**src/hw/rtl/dq_pkg.sv**
```systemverilog
`default_nettype none

package dq_pkg;

  // default ring size
  localparam int CapacityDef = 16;

  // operation codes
  typedef enum logic [2:0] {
    OP_PUSH_FRONT = 3'd0,
    OP_PUSH_BACK  = 3'd1,
    OP_POP_FRONT  = 3'd2,
    OP_POP_BACK   = 3'd3,
    OP_DUMP       = 3'd4
  } op_e;

  // result status codes
  typedef enum logic [1:0] {
    ST_OK        = 2'd0,
    ST_OVERFLOW  = 2'd1,
    ST_UNDERFLOW = 2'd2
  } status_e;

  // sequencer states
  typedef enum logic [1:0] {
    S_IDLE,
    S_POP,
    S_DUMP
  } state_e;

endpackage

`default_nettype wire

```
**src/hw/rtl/double_ended_queue_core.sv**
```systemverilog
`default_nettype none

// push and error results pass only the output register; a pop result passes the registered ring
// read and then the output register, and a dump streams one element per cycle along that same path
// push and no-op codes leave busy_o low; a pop or a dump holds busy_o high until its last result,
// as set by the single registered read port of the ring memory that every element read goes through
// results carry no backpressure: each is on the result ports for exactly one cycle
// reset: asynchronous, active low; the ring is empty, front slot 0, ring contents undefined
module double_ended_queue_core #(
  parameter int CAPACITY = dq_pkg::CapacityDef
) (
  input  wire logic               clk_i,
  input  wire logic               rst_ni,
  input  wire logic               start_i,
  output logic                    busy_o,
  input  wire logic        [2:0]  operation_i,
  input  wire logic signed [31:0] value_i,
  output logic                    strobe_o,
  output logic             [1:0]  status_o,
  output logic signed      [31:0] element_o,
  output logic                    last_of_run_o
);

  // ring index and occupancy widths
  localparam int IdxW = $clog2(CAPACITY);
  localparam int OccW = $clog2(CAPACITY + 1);
  localparam logic [IdxW:0]   CapS     = (IdxW + 1)'(CAPACITY);
  localparam logic [IdxW-1:0] LastSlot = IdxW'(CAPACITY - 1);
  localparam logic [OccW-1:0] CapOcc   = OccW'(CAPACITY);

  // sequencer and ring bookkeeping
  dq_pkg::state_e   state_q, state_d;
  logic [IdxW-1:0]  front_q, front_d;
  logic [OccW-1:0]  occ_q, occ_d;
  logic [OccW-1:0]  cnt_q, cnt_d;

  // output register
  logic                  strobe_q, strobe_d;
  dq_pkg::status_e       status_q, status_d;
  logic signed [31:0]    elem_q, elem_d;
  logic                  last_q, last_d;

  // ring memory, one write and one registered read per cycle
  logic signed [31:0] mem_q [CAPACITY];
  logic signed [31:0] rd_q;
  logic [IdxW-1:0]    rd_addr;
  logic [IdxW-1:0]    wr_addr;
  logic               wr_en;

  logic accept;
  logic full;
  logic empty;

  // slot of the element at a given distance from the front, wrapped once
  function automatic logic [IdxW-1:0] slot_of(logic [IdxW-1:0] front, logic [IdxW-1:0] off);
    logic [IdxW:0] sum;
    sum = {1'b0, front} + {1'b0, off};
    if (sum >= CapS) begin
      sum = sum - CapS;
    end
    return sum[IdxW-1:0];
  endfunction

  assign accept = start_i && (state_q == dq_pkg::S_IDLE);
  assign full   = (occ_q == CapOcc);
  assign empty  = (occ_q == '0);

  always_comb begin
    state_d  = state_q;
    front_d  = front_q;
    occ_d    = occ_q;
    cnt_d    = cnt_q;
    strobe_d = 1'b0;
    status_d = dq_pkg::ST_OK;
    elem_d   = '0;
    last_d   = 1'b0;
    wr_en    = 1'b0;
    wr_addr  = front_q;
    rd_addr  = front_q;

    case (state_q)
      dq_pkg::S_IDLE: begin
        if (accept) begin
          case (dq_pkg::op_e'(operation_i))
            dq_pkg::OP_PUSH_FRONT, dq_pkg::OP_PUSH_BACK: begin
              strobe_d = 1'b1;
              last_d   = 1'b1;
              if (full) begin
                status_d = dq_pkg::ST_OVERFLOW;
              end else begin
                wr_en = 1'b1;
                occ_d = occ_q + 1'b1;
                if (operation_i == dq_pkg::OP_PUSH_FRONT) begin
                  // step the front back one slot and write there
                  front_d = (front_q == '0) ? LastSlot : front_q - 1'b1;
                  wr_addr = front_d;
                end else begin
                  wr_addr = slot_of(front_q, occ_q[IdxW-1:0]);
                end
              end
            end
            dq_pkg::OP_POP_FRONT, dq_pkg::OP_POP_BACK: begin
              if (empty) begin
                strobe_d = 1'b1;
                last_d   = 1'b1;
                status_d = dq_pkg::ST_UNDERFLOW;
              end else begin
                // read issued now, result leaves from S_POP
                occ_d   = occ_q - 1'b1;
                state_d = dq_pkg::S_POP;
                if (operation_i == dq_pkg::OP_POP_FRONT) begin
                  rd_addr = front_q;
                  front_d = (front_q == LastSlot) ? '0 : front_q + 1'b1;
                end else begin
                  rd_addr = slot_of(front_q, occ_d[IdxW-1:0]);
                end
              end
            end
            dq_pkg::OP_DUMP: begin
              if (empty) begin
                strobe_d = 1'b1;
                last_d   = 1'b1;
                status_d = dq_pkg::ST_UNDERFLOW;
              end else begin
                // first element read here, the rest are read while streaming
                rd_addr = front_q;
                cnt_d   = OccW'(1);
                state_d = dq_pkg::S_DUMP;
              end
            end
            default: begin
              // unused codes: no result, no state change
            end
          endcase
        end
      end
      dq_pkg::S_POP: begin
        strobe_d = 1'b1;
        last_d   = 1'b1;
        elem_d   = rd_q;
        state_d  = dq_pkg::S_IDLE;
      end
      dq_pkg::S_DUMP: begin
        // emit element cnt_q-1, fetch element cnt_q
        strobe_d = 1'b1;
        elem_d   = rd_q;
        rd_addr  = slot_of(front_q, cnt_q[IdxW-1:0]);
        if (cnt_q == occ_q) begin
          last_d  = 1'b1;
          state_d = dq_pkg::S_IDLE;
        end else begin
          cnt_d = cnt_q + 1'b1;
        end
      end
      default: begin
        state_d = dq_pkg::S_IDLE;
      end
    endcase
  end

  always_ff @(posedge clk_i or negedge rst_ni) begin
    if (!rst_ni) begin
      state_q  <= dq_pkg::S_IDLE;
      front_q  <= '0;
      occ_q    <= '0;
      cnt_q    <= '0;
      strobe_q <= 1'b0;
      status_q <= dq_pkg::ST_OK;
      elem_q   <= '0;
      last_q   <= 1'b0;
    end else begin
      state_q  <= state_d;
      front_q  <= front_d;
      occ_q    <= occ_d;
      cnt_q    <= cnt_d;
      strobe_q <= strobe_d;
      status_q <= status_d;
      elem_q   <= elem_d;
      last_q   <= last_d;
    end
  end

  // ring storage, no reset
  always_ff @(posedge clk_i) begin
    if (wr_en) begin
      mem_q[wr_addr] <= value_i;
    end
    rd_q <= mem_q[rd_addr];
  end

  assign busy_o        = (state_q != dq_pkg::S_IDLE);
  assign strobe_o      = strobe_q;
  assign status_o      = status_q;
  assign element_o     = elem_q;
  assign last_of_run_o = last_q;

  // occupancy never exceeds the ring size
  a_occ_range: assert property (@(posedge clk_i) disable iff (!rst_ni)
    occ_q <= CapOcc)
    else $error("occupancy above capacity");

  // occupancy moves by at most one per cycle
  a_occ_step: assert property (@(posedge clk_i) disable iff (!rst_ni)
    (occ_q != $past(occ_q)) |->
      (occ_q == $past(occ_q) + 1'b1 || occ_q == $past(occ_q) - 1'b1))
    else $error("occupancy jumped");

  // a pop in flight always ends with a single final result
  a_pop_result: assert property (@(posedge clk_i) disable iff (!rst_ni)
    (state_q == dq_pkg::S_POP) |=> (strobe_q && last_q && status_q == dq_pkg::ST_OK))
    else $error("pop result missing");

  // only a dump produces non-final results, and the ring is left alone meanwhile
  a_dump_only: assert property (@(posedge clk_i) disable iff (!rst_ni)
    (strobe_q && !last_q) |-> (state_q == dq_pkg::S_DUMP && $stable(occ_q)))
    else $error("non-final result outside dump");

  // the sequencer never leaves a dump without a final result
  a_dump_end: assert property (@(posedge clk_i) disable iff (!rst_ni)
    (state_q == dq_pkg::S_DUMP && state_d == dq_pkg::S_IDLE) |=> (strobe_q && last_q))
    else $error("dump ended without last result");

endmodule

`default_nettype wire
```
**config.mk**
```make
export PLATFORM = sky130hd
export DESIGN_NAME = double_ended_queue_core
export DESIGN_NICKNAME = d
export VERILOG_FILES = /design/src/hw/rtl/dq_pkg.sv /design/src/hw/rtl/double_ended_queue_core.sv
export SDC_FILE = /design/constraint.sdc
export NUM_CORES = 1
export LEC_CHECK = 0
export BUFFER_PORTS_ARGS = -buffer_cell sky130_fd_sc_hd__buf_2
export CAP_MARGIN = 20
export CORE_MARGIN = 2
export CORE_UTILIZATION = 30
export CTS_BUF_LIST = sky130_fd_sc_hd__clkbuf_8
export DETAILED_ROUTE_END_ITERATION = 16
export GPL_TIMING_DRIVEN = 0
export PLACE_DENSITY_LB_ADDON = 0.3
export SETUP_SLACK_MARGIN = 0.02
export SKIP_LAST_GASP = 1
export SYNTH_ARGS = -nofsm -noshare
export SYNTH_HDL_FRONTEND = slang
export SYNTH_SLANG_ARGS = --single-unit
```
**constraint.sdc**
```tcl
create_clock -name clk_i -period 5.7 [get_ports clk_i]
set_input_delay 0.855 -clock clk_i [delete_from_list [all_inputs] [get_ports clk_i]]
set_output_delay 0.855 -clock clk_i [all_outputs]
set_load 0.05 [all_outputs]
```
==> results of run 1 <==
routing by layer:
metal	track usage (%)	routed length, um	up-vias	part of all wire, %
met5	0	12	-	0.019
li1	-	-	6049	-
met4	4.572	1199	2	1.9
met3	3.692	4239	96	6.8
met2	26.13	30290	446	48
met1	20.48	26860	6895	43
final timing paths:
kind	to	slack, ns	depth (start not counted)
min in group asynchronous	last_of_run_o	0.58	2
hold reg to reg	element_o[27]	0.43	1
hold / removal	element_o[27]	0.43	1
max in group asynchronous	element_o[8]	4.57	3
setup / recovery	rd_q[3]	1.83	10
setup reg to reg	rd_q[3]	1.83	10
registers in the layout, indices dropped and copies added (netlist names):
| signal | count |
|---|---|
| cnt_q | 5 |
| element_o | 32 |
| front_q | 4 |
| last_of_run_o | 1 |
| mem_q | 512 |
| occ_q | 5 |
| rd_q | 32 |
| state_q | 2 |
| status_o | 2 |
| strobe_o | 1 |
logic make-up (layout without fill, tap and decap cells):
kind of cell | count (synthesis) | count (layout) | share of synthesized area, %
fa+ha+maj | 22 | 22 | 1.279
buf+inv | 102 | 379 | 2.047
other cells | 0 | 1 | 0
simple gates | 214 | 214 | 4.422
flops | 596 | 596 | 74.36
compound gates | 279 | 279 | 8.784
mux | 191 | 191 | 8.209
xor+xnor | 24 | 24 | 0.9026
what timing repair did:
| action | CTS | global route |
|---|---|---|
| resized for setup | 0 | 0 |
| hold buffers | 1 | 0 |
| setup endpoints to repair | 0 | 0 |
| endpoints found under the hold margin | 9 | 0 |
metrics by stage:
step | std cells | util, %
6_report | 2746 | 35.57
5_1_grt | 2746 | 35.57
4_1_cts | 2743 | 35.55
3_5_place_dp | 2561 | 33.08
3_3_place_gp | 2541 | 32.32
2_1_floorplan | 1428 | -
cell usage in the layout, fill, tap and decap left out, types with 4 or more instances in the layout:
cell type / instances
sky130_fd_sc_hd__o221ai_1: 31
sky130_fd_sc_hd__xor2_1: 14
sky130_fd_sc_hd__nand3_1: 6
sky130_fd_sc_hd__xnor2_1: 10
sky130_fd_sc_hd__o22ai_1: 34
sky130_fd_sc_hd__buf_4: 12
sky130_fd_sc_hd__clkinv_1: 20
sky130_fd_sc_hd__ha_1: 19
sky130_fd_sc_hd__a21oi_1: 84
sky130_fd_sc_hd__clkbuf_1: 42
sky130_fd_sc_hd__a221oi_1: 62
sky130_fd_sc_hd__buf_16: 8
sky130_fd_sc_hd__nor2_1: 19
sky130_fd_sc_hd__bufinv_16: 4
sky130_fd_sc_hd__buf_2: 102
sky130_fd_sc_hd__o32a_1: 31
sky130_fd_sc_hd__nand2b_1: 4
sky130_fd_sc_hd__nand4_1: 9
sky130_fd_sc_hd__inv_6: 4
sky130_fd_sc_hd__and2_1: 33
sky130_fd_sc_hd__nor3_1: 9
sky130_fd_sc_hd__mux2i_1: 191
sky130_fd_sc_hd__o21ai_0: 11
sky130_fd_sc_hd__nor2_4: 16
sky130_fd_sc_hd__clkinv_2: 9
sky130_fd_sc_hd__inv_1: 48
sky130_fd_sc_hd__dfrtp_1: 52
sky130_fd_sc_hd__dfxtp_1: 32
sky130_fd_sc_hd__nand2_1: 99
sky130_fd_sc_hd__buf_12: 12
sky130_fd_sc_hd__edfxtp_1: 512
sky130_fd_sc_hd__clkbuf_8: 106
power by group:
group | internal [mW] | switching, mW | leakage [nW] | total, mW
sequential | 5.12 | 0.136 | 5.54 | 5.25
clock | 1.91 | 1.71 | 1.10 | 3.62
combinational | 1.98 | 3.98 | 2.96 | 5.96
total | 9.00 | 5.83 | 9.60 | 14.8
cell type report:
type                       count  area, um^2
antenna                        1       2.502
buffer                        88       424.2
clock buffer                 106        1459
clock inverter                75       444.2
fill                        7316       49750
inverter                      14       52.55
multi-input combinational    730        5615
sequential                   596       17320
tap                         1040        1301
timing repair buffer          96       848.3
==> metrics.log, run 1 <==
[metrics] sum of overflow across all layers after global routing: 0
[metrics] Chip Width: 282.6 um
[metrics] finished layout cell area: 27460 um^2
[metrics] routed wire length: 62600 um
[metrics] top post-synthesis cells by area: sky130_fd_sc_hd__edfxtp_1 66%, sky130_fd_sc_hd__mux2i_1 8.2%, sky130_fd_sc_hd__dfrtp_1 5.6%
[metrics] Placed Area: 25540 um^2
[metrics] share of the yosys chip area belonging to registers: 74.36%
[metrics] Worst path top cell family by delay: buffers and inverters
[metrics] required arrival time at the worst endpoint: 6.28 ns
[metrics] clock-pin slew on the worst setup and hold paths: 0.06 ns
[metrics] Detailed Routing Iterations Pass 1: 5
[metrics] routed vias/inst: 4.912
[metrics] leakage power summed over all cells: 9.602 nW
[metrics] Syn Nets: 1488
[metrics] cts bufs inserted: 98
[metrics] via count: 13488
[metrics] cell accounting for the most synthesized area: sky130_fd_sc_hd__edfxtp_1
[metrics] number of synthesized flops with an enable pin: 512
[metrics] via count of the first global-routing pass: 13824
[metrics] longest individual stage delay on the worst path: 0.74 ns
[metrics] worst setup timing slack at the placement stage: 1.737 ns
[metrics] Critical Path Start: occ_q[0]
[metrics] initial detailed-routing violation count: 1219
[metrics] number of violations of the max-capacitance limit: 0
[metrics] total number of H-tree levels: 3
[metrics] series of cell instances along the critical path: inv_1 -> ha_1 -> fa_1 -> xnor2_1 -> nand4_1 -> o211ai_1 -> nand2_1 -> clkbuf_1 -> o22ai_1 -> o32a_1
[metrics] worst reg2reg path startpoint: occ_q[0]
[metrics] Top-Level Pins: 75
[metrics] Area growth, synth to finish: 17.93%
[metrics] result of the run: finished, final reports clean
[metrics] number of nets in the final layout: 1684
[metrics] all-layer global routing usage: 15.73%
[metrics] minimum clock period after layout: 3.869 ns
[metrics] total power: 14.84 mW
[metrics] Tightest Pin Transition: 0.9088 ns
[metrics] number of buffers and inverters on the critical path: 2
[metrics] DIE AREA: 79870 um^2
[metrics] insertion delay to the later sink of the worst-skew pair: 0.71 ns
[metrics] Mean Syn Cell Area: 16.31 um^2
[metrics] FMAX: 258.5 MHz
[metrics] Peak VDD IR: 0.0002133 V
[metrics] number of synthesized register bits: 596
[metrics] Relative slew margins: 39.42%
[metrics] HPWL reported at the end of detailed placement: 40240 um
[metrics] layout cell share with drive strength beyond 1: 16.95%
[metrics] number of endpoints failing setup at the final stage: 0
[metrics] fraction of synthesis flops using an asynchronous set or reset pin: 8.725%
[metrics] clk sink count: 596
[metrics] count of buffers from port buffering: 73
[metrics] crit path setup slack, layout: 1.831 ns
[metrics] buffers from clock root to sink, at most: 3
[metrics] post-route ant nets: 0
[metrics] CTS tree: built
[metrics] Total Neg Setup Slack: 0 ns
[metrics] Clock Tree Root: sky130_fd_sc_hd__clkbuf_8
[metrics] routed len/inst: 22.80 um
[metrics] gate count after technology mapping: 1428
[metrics] top-area cell type share of the netlist area: 66.02%
[metrics] routability-driven placement congestion ratio: 0.7980
[metrics] worst hold margin: 0.4293 ns
[metrics] highest fanout seen on the critical path: 10
[metrics] Hold Crit Class: flop to flop
[metrics] number of distinct library cells after synthesis: 61
[metrics] worst min-delay path startpoint: rd_q[27]
[metrics] number of placement rows: 102
[metrics] final period utilization: 67.88%
[metrics] die extent in y: 282.6 um
[metrics] unrepaired setup endpoints after global routing: no
[metrics] Setup crit end kind: flop
[metrics] count of yosys warnings during synthesis: 0
[metrics] P per Cell Area: 540.2 nW/um^2
[metrics] top-count cell post-synth: sky130_fd_sc_hd__edfxtp_1
[metrics] number of antenna violations at the first check in global routing: 4
[metrics] post-CTS repair timing setup buffer count: 0
[metrics] Startpoint Class: flop
[metrics] DRC errors left: 0
[metrics] kind of critical path: flop to flop
[metrics] number of max-slew violations in the final report: 0
[metrics] top cell types by occurrence after synthesis: 512 x sky130_fd_sc_hd__edfxtp_1, 191 x sky130_fd_sc_hd__mux2i_1, 99 x sky130_fd_sc_hd__nand2_1
[metrics] first-pass GRT wire length: 91310 um
[metrics] WP data arrival: 4.45 ns
[metrics] Hold Fails Final Rpt: 0
[metrics] maximum number of pins on one net before global-route repair: 39
[metrics] cell at the slowest stage of the critical path: sky130_fd_sc_hd__clkbuf_1
[metrics] worst clock skew on the final layout: 0.02097 ns
[metrics] synthesized area: 23290 um^2
[metrics] top_reg_cell synth: sky130_fd_sc_hd__edfxtp_1
[metrics] starting density of the core: 30.16%
[metrics] area of the core: 77210 um^2
No activity file was read; power rests on OpenSTA's default activity.
==> run 2: changes to the inputs <==
==> constraint.sdc (replaced) <==
create_clock -name clk_i -period 3.8 [get_ports clk_i]
set_input_delay 0.57 -clock clk_i [delete_from_list [all_inputs] [get_ports clk_i]]
set_output_delay 0.57 -clock clk_i [all_outputs]
set_load 0.05 [all_outputs]
==> run 2 against run 1 <==
  * Fmax increased by 7.4%
  * Flip-flop and latch count unchanged
  * Clock power grew 50%
  * Sequential power rose by 50%
  * Register-to-register slack lost 1.6 ns
  * Count of clock-buffer cells in the layout stayed put
  * Sequential share of layout area is 0.36 points lower
  * Global-route usage barely moved
==> metrics.log, run 2 (synthesis gave the netlist of run 1 again) <==
[metrics] post-route ant nets: 0
[metrics] total number of H-tree levels: 3
[metrics] Worst path top cell family by delay: compound AO/OA/AOI/OAI gates
[metrics] WP data arrival: 4.22 ns
[metrics] count of buffers from port buffering: 73
[metrics] insertion delay to the later sink of the worst-skew pair: 0.71 ns
[metrics] cts bufs inserted: 98
[metrics] Peak VDD IR: 0.0003001 V
[metrics] number of buffers and inverters on the critical path: 2
[metrics] via count: 13480
[metrics] clk sink count: 596
[metrics] Setup crit end kind: flop
[metrics] buffers from clock root to sink, at most: 3
[metrics] area of the core: 77210 um^2
[metrics] layout cell share with drive strength beyond 1: 18.60%
[metrics] final period utilization: 94.76%
[metrics] sum of overflow across all layers after global routing: 0
[metrics] routed vias/inst: 4.888
[metrics] routed wire length: 62610 um
[metrics] die extent in y: 282.6 um
[metrics] maximum number of pins on one net before global-route repair: 39
[metrics] series of cell instances along the critical path: inv_1 -> fa_1 -> xnor2_1 -> o21ai_0 -> o211ai_1 -> nand2_2 -> clkbuf_1 -> o221ai_1 -> o32a_1
[metrics] Hold Crit Class: input port to flop
[metrics] all-layer global routing usage: 15.71%
[metrics] max FFs per register: 512
[metrics] required arrival time at the worst endpoint: 4.42 ns
[metrics] result of the run: finished, final reports clean
[metrics] Area growth, synth to finish: 18.62%
[metrics] Tightest Pin Transition: 0.7931 ns
[metrics] post-route insts no fill: 2758
[metrics] post-placement cell count: 2561
[metrics] r2r worst-path depth: 9
[metrics] capturing instance or port of the critical path: rd_q[20]
[metrics] longest individual stage delay on the worst path: 0.59 ns
[metrics] Top-Level Pins: 75
[metrics] most frequent cells in the layout: 512 x sky130_fd_sc_hd__edfxtp_1, 191 x sky130_fd_sc_hd__mux2i_1, 106 x sky130_fd_sc_hd__clkbuf_8, 102 x sky130_fd_sc_hd__buf_2, 97 x sky130_fd_sc_hd__nand2_1
[metrics] worst setup slack for register-to-register paths: 0.20 ns
[metrics] HPWL reported at the end of detailed placement: 40240 um
[metrics] total power: 22.34 mW
[metrics] Startpoint Class: flop
[metrics] highest fanout seen on the critical path: 10
[metrics] Relative slew margins: 46.57%
[metrics] number of max-slew violations in the final report: 0
[metrics] P per Cell Area: 808.9 nW/um^2
[metrics] number of placement rows: 102
[metrics] FMAX: 277.7 MHz
[metrics] first-pass GRT wire length: 91380 um
[metrics] DRC errors left: 0
[metrics] unrepaired setup endpoints after global routing: yes
[metrics] Clock Tree Root: sky130_fd_sc_hd__clkbuf_8
[metrics] number of endpoints failing setup at the final stage: 0
[metrics] Detailed Routing Iterations Pass 1: 5
[metrics] end of the worst register-to-register path: rd_q[20]
[metrics] cell at the slowest stage of the critical path: sky130_fd_sc_hd__dfrtp_1
[metrics] Total Neg Setup Slack: 0 ns
[metrics] Critical Path Start: front_q[1]
[metrics] Chip Width: 282.6 um
[metrics] number of cells on the critical path: 9
[metrics] number of nets in the final layout: 1694
[metrics] clock-pin slew on the worst setup and hold paths: 0.06 ns
[metrics] minimum clock period after layout: 3.601 ns
[metrics] starting density of the core: 30.16%
[metrics] number of violations of the max-capacitance limit: 0
[metrics] routed len/inst: 22.70 um
[metrics] Hold Fails Final Rpt: 0
[metrics] largest reg by FF count: mem_q
[metrics] initial detailed-routing violation count: 1175
[metrics] fill count: 7310
[metrics] kind of critical path: flop to flop
[metrics] worst reg2reg path startpoint: front_q[1]
[metrics] most common cell after layout, fill and taps aside: sky130_fd_sc_hd__edfxtp_1
[metrics] DIE AREA: 79870 um^2
[metrics] routability-driven placement congestion ratio: 0.7980
[metrics] leakage power summed over all cells: 9.716 nW
[metrics] number of antenna violations at the first check in global routing: 4
[metrics] worst clock skew on the final layout: 0.02069 ns
[metrics] CTS tree: built
[metrics] via count of the first global-routing pass: 13821
==> run 2: cell types whose count changed in the layout (fill, tap and decap cells not counted), sizes merged <==
cell    previous run  this run
clkbuf           150       151
diode              1         3
buf              139       148
==> run 2: worst min-delay path by stage <==
stage	startpoint	to	slack [ns]	cells after the start
3_5_place_dp	rd_q[15]	element_o[15]	0.42	1
3_3_place_gp	rd_q[25]	element_o[25]	0.42	1
4_1_cts	value_i[0]	mem_q[0][0]	0.19	1
2_1_floorplan	rst_ni	cnt_q[0]	0.27	0
6_report	value_i[26]	mem_q[2][26]	0.23	1
5_1_grt	value_i[9]	mem_q[0][9]	0.21	1
==> run 2: area by class of cell <==
class | count | area, um^2 | share of cell area [%]
Clock inverter | 75 | 444.2 | 1.608
Inverter | 14 | 52.55 | 0.1902
Timing Repair Buffer | 107 | 980.9 | 3.551
Clock buffer | 106 | 1459 | 5.281
Buffer | 87 | 440.4 | 1.594
Multi-Input combinational cell | 730 | 5620 | 20.35
Antenna cell | 3 | 7.507 | 0.02718
Tap cell | 1040 | 1301 | 4.711
Sequential cell | 596 | 17320 | 62.69
==> run 2: what timing repair did <==
item / CTS / global route
pin swaps: 0 / 5
endpoints found under the hold margin: 14 / 0
hold buffers: 1 / 0
setup buffers: 0 / 11
cloned: 0 / 0
resized for setup: 5 / 23
setup endpoints to repair: 13 / 89
==> run 2: where the power goes <==
part | switching, mW | internal [mW] | total [mW] | leakage (nW)
registers | 0.205 | 7.67 | 7.88 | 5.54
clock network | 2.58 | 2.86 | 5.44 | 1.10
logic | 5.98 | 3.04 | 9.03 | 3.07
total | 8.76 | 13.6 | 22.3 | 9.72
==> run 2: metrics by stage <==
step | cell area, um^2 | hold slack (ns) | utilization (%) | worst slack (ns)
6_report | 27620 | 0.2325 | 35.78 | 0.1990
5_1_grt | 27620 | 0.2102 | 35.77 | 0.01798
4_1_cts | 27450 | 0.1871 | 35.56 | 0.04091
3_5_place_dp | 25540 | 0.4178 | 33.08 | -0.05287
3_3_place_gp | 24960 | 0.4237 | 32.32 | -2.145
2_1_floorplan | 23290 | 0.2744 | - | 0.2612
==> run 2: metal layers <==
| layer | GRT usage (%) | part of all wire [%] | vias up |
|---|---|---|---|
| met4 | 4.341 | 2.0 | 2 |
| met1 | 20.55 | 43 | 6865 |
| li1 | - | - | 6071 |
| met2 | 26.11 | 48 | 447 |
| met3 | 3.634 | 6.6 | 95 |
| met5 | 0 | 0.021 | - |
==> run 3: changes to the inputs <==
--- a/config.mk
+++ b/config.mk
@@ -7,6 +7,7 @@
 export LEC_CHECK = 0
 export BUFFER_PORTS_ARGS = -buffer_cell sky130_fd_sc_hd__buf_2
 export CAP_MARGIN = 20
+export CORE_ASPECT_RATIO = 0.6
 export CORE_MARGIN = 2
 export CORE_UTILIZATION = 30
 export CTS_BUF_LIST = sky130_fd_sc_hd__clkbuf_8
==> constraint.sdc (replaced) <==
create_clock -name clk_i -period 3.8 [get_ports clk_i]
set_input_delay 0 -clock clk_i [delete_from_list [all_inputs] [get_ports clk_i]]
set_output_delay 0 -clock clk_i [all_outputs]
set_load 0.05 [all_outputs]
==> run 3 against run 2 <==
  * Count of clock-buffer cells in the layout decreased by 9
  * Sequential power about the same
  * Wire length increased by 2.4%
  * Flip-flop and latch count unchanged
  * First-iteration DRC count increased by 38%
  * Sequential share of layout area decreased by 0.56 points
  * Worst setup slack got worse by 0.12 ns
  * Clock power decreased by 5.3%
  * Worst hold slack improved by 0.035 ns
  * Critical path depth increased by 1
  * Via count increased by 2.4%
  * Critical endpoint is now mem_q[11][18]
==> metrics.log, run 3 (synthesis gave the netlist of run 1 again) <==
[metrics] result of the run: finished, final reports clean
[metrics] count of buffers from port buffering: 73
[metrics] final period utilization: 98.05%
[metrics] Clock Tree Root: sky130_fd_sc_hd__clkbuf_8
[metrics] Top Usage Layer GRT: met1
[metrics] starting density of the core: 30.17%
[metrics] area of the core: 77200 um^2
[metrics] routability-driven placement congestion ratio: 0.8161
[metrics] Area growth, synth to finish: 19.69%
[metrics] insertion delay to the later sink of the worst-skew pair: 0.68 ns
[metrics] FMAX: 268.4 MHz
[metrics] number of endpoints failing setup at the final stage: 0
[metrics] worst clock skew on the final layout: 0.03528 ns
[metrics] Hold Crit Class: input port to flop
[metrics] largest reg by FF count: mem_q
[metrics] DRC errors left: 0
[metrics] met3 track utilization from global routing: 4.096%
[metrics] most frequent cells in the layout: 512 x sky130_fd_sc_hd__edfxtp_1, 191 x sky130_fd_sc_hd__mux2i_1, 102 x sky130_fd_sc_hd__buf_2, 97 x sky130_fd_sc_hd__nand2_1, 97 x sky130_fd_sc_hd__clkbuf_8
[metrics] total number of H-tree levels: 3
[metrics] fill count: 7284
[metrics] clk sink count: 596
[metrics] Chip Width: 363.7 um
[metrics] number of placement rows: 79
[metrics] cell at the slowest stage of the critical path: sky130_fd_sc_hd__nor2_4
[metrics] post-route insts no fill: 2785
[metrics] cts bufs inserted: 88
[metrics] post-placement cell count: 2572
[metrics] all-layer global routing usage: 15.99%
[metrics] P per Cell Area: 792.7 nW/um^2
[metrics] met1 routing resource usage after global routing: 24.23%
[metrics] die extent in y: 219.8 um
[metrics] highest fanout seen on the critical path: 21
[metrics] number of antenna violations at the first check in global routing: 0
[metrics] leakage power summed over all cells: 9.770 nW
[metrics] initial detailed-routing violation count: 1623
[metrics] Startpoint Class: flop
[metrics] sum of overflow across all layers after global routing: 0
[metrics] Top-Level Pins: 75
[metrics] series of cell instances along the critical path: inv_1 -> ha_1 -> o21bai_1 -> a21oi_1 -> a41oi_1 -> o22ai_1 -> a2bb2oi_1 -> nand2_1 -> nor2_4 -> buf_12
[metrics] maximum number of pins on one net before global-route repair: 31
[metrics] diodes inserted: 0
[metrics] WP data arrival: 4.07 ns
[metrics] number of nets in the final layout: 1721
[metrics] finished layout cell area: 27870 um^2
[metrics] CTS tree: built
[metrics] number of max-slew violations in the final report: 0
[metrics] Total Neg Setup Slack: 0 ns
[metrics] longest individual stage delay on the worst path: 0.55 ns
[metrics] worst hold margin: 0.2674 ns
[metrics] HPWL reported at the end of detailed placement: 42120 um
[metrics] minimum clock period after layout: 3.726 ns
[metrics] Tightest Pin Transition: 0.7895 ns
[metrics] routed wire length: 64100 um
[metrics] kind of critical path: flop to flop
[metrics] max FFs per register: 512
[metrics] Placed Area: 25530 um^2
[metrics] first-pass GRT wire length: 92590 um
[metrics] number of violations of the max-capacitance limit: 0
[metrics] layout cell share with drive strength beyond 1: 18.01%
[metrics] via count of the first global-routing pass: 13698
[metrics] buffers from clock root to sink, at most: 3
[metrics] clock-pin slew on the worst setup and hold paths: 0.07 ns
[metrics] Setup crit end kind: flop
[metrics] post-route ant nets: 0
[metrics] Detailed Routing Iterations Pass 1: 6
[metrics] Hold Fails Final Rpt: 0
[metrics] DIE AREA: 79950 um^2
[metrics] routed len/inst: 23.02 um
[metrics] Peak VDD IR: 0.0004782 V
[metrics] required arrival time at the worst endpoint: 4.14 ns
[metrics] global-route met2 utilization: 22.96%
[metrics] Relative slew margins: 47.37%
[metrics] via count: 13803
[metrics] most common cell after layout, fill and taps aside: sky130_fd_sc_hd__edfxtp_1
[metrics] routed vias/inst: 4.956
## run 3: cell types whose count changed in the layout (fill, tap and decap cells not counted), moves of 3 or more
cell                            previous run  this run
sky130_fd_sc_hd__dlygate4sd3_1             1        39
sky130_fd_sc_hd__clkbuf_8                106        97
sky130_fd_sc_hd__inv_1                    48        42
sky130_fd_sc_hd__clkinv_2                  9        13
sky130_fd_sc_hd__clkbuf_2                 18        14
sky130_fd_sc_hd__clkinv_1                 20        12
sky130_fd_sc_hd__diode_2                   3         0
## run 3: worst paths after layout
| check | startpoint | to | slack [ns] | cells after the start |
|---|---|---|---|---|
| worst max-delay path | front_q[1] | mem_q[11][18] | 0.07 | 10 |
| worst min-delay path | operation_i[0] | front_q[3] | 0.27 | 4 |
| worst max register to register | front_q[1] | mem_q[11][18] | 0.07 | 10 |
| worst min register to register | rd_q[30] | element_o[30] | 0.42 | 1 |
| max in group asynchronous | rst_ni | front_q[1] | 2.71 | 4 |
| min in group asynchronous | rst_ni | element_o[21] | 0.50 | 3 |
## run 3: final cells by class
class / count / area [um^2] / share of cell area [%]
Sequential cell: 596 / 17320 / 62.14
Multi-Input combinational cell: 730 / 5627 / 20.19
Timing Repair Buffer: 144 / 1384 / 4.965
Clock buffer: 97 / 1335 / 4.790
Tap cell: 1053 / 1318 / 4.727
Buffer: 87 / 440.4 / 1.580
Clock inverter: 64 / 397.9 / 1.427
Inverter: 14 / 52.55 / 0.1885
## run 3: worst max-delay path, delay by kind of cell, from the launching register on
kind                       cells  cell delay, ns
buffers and inverters          2            0.59
DFF                            1            0.51
and+or+nand+nor                2            0.88
adders and majority gates      1            0.34
AOI/OAI and AO/OA              5            1.03
## run 3: routing by layer
metal  part of all wire [%]  routed length (um)
met2                     42               26740
met1                     48               30790
met4                    1.3                 825
met3                    9.0                5750
met5                      0                   0
## run 3: metrics by stage
step	worst slack [ns]	util [%]	power [mW]
floorplan	0.2702	-	13.66
global placement	-2.030	32.35	16.73
detailed placement	-0.04874	33.07	16.94
CTS	-0.04932	35.92	22.18
global route	-0.01303	36.11	23.21
finish	0.07400	36.11	22.09
## run 3: what timing repair did
item                                    CTS  global route
hold buffers                             40             0
buffers inserted                          4             7
endpoints found under the setup margin   52           285
resized for setup                         4            25
pin swaps                                 2             7
endpoints found under the hold margin   574             0
## run 3: power by group
part           internal [mW]  total, mW  switching (mW)
Clock                   2.64       5.15            2.50
Combinational           3.03       9.05            6.03
Sequential              7.67       7.90           0.226
Total                   13.3       22.1            8.75
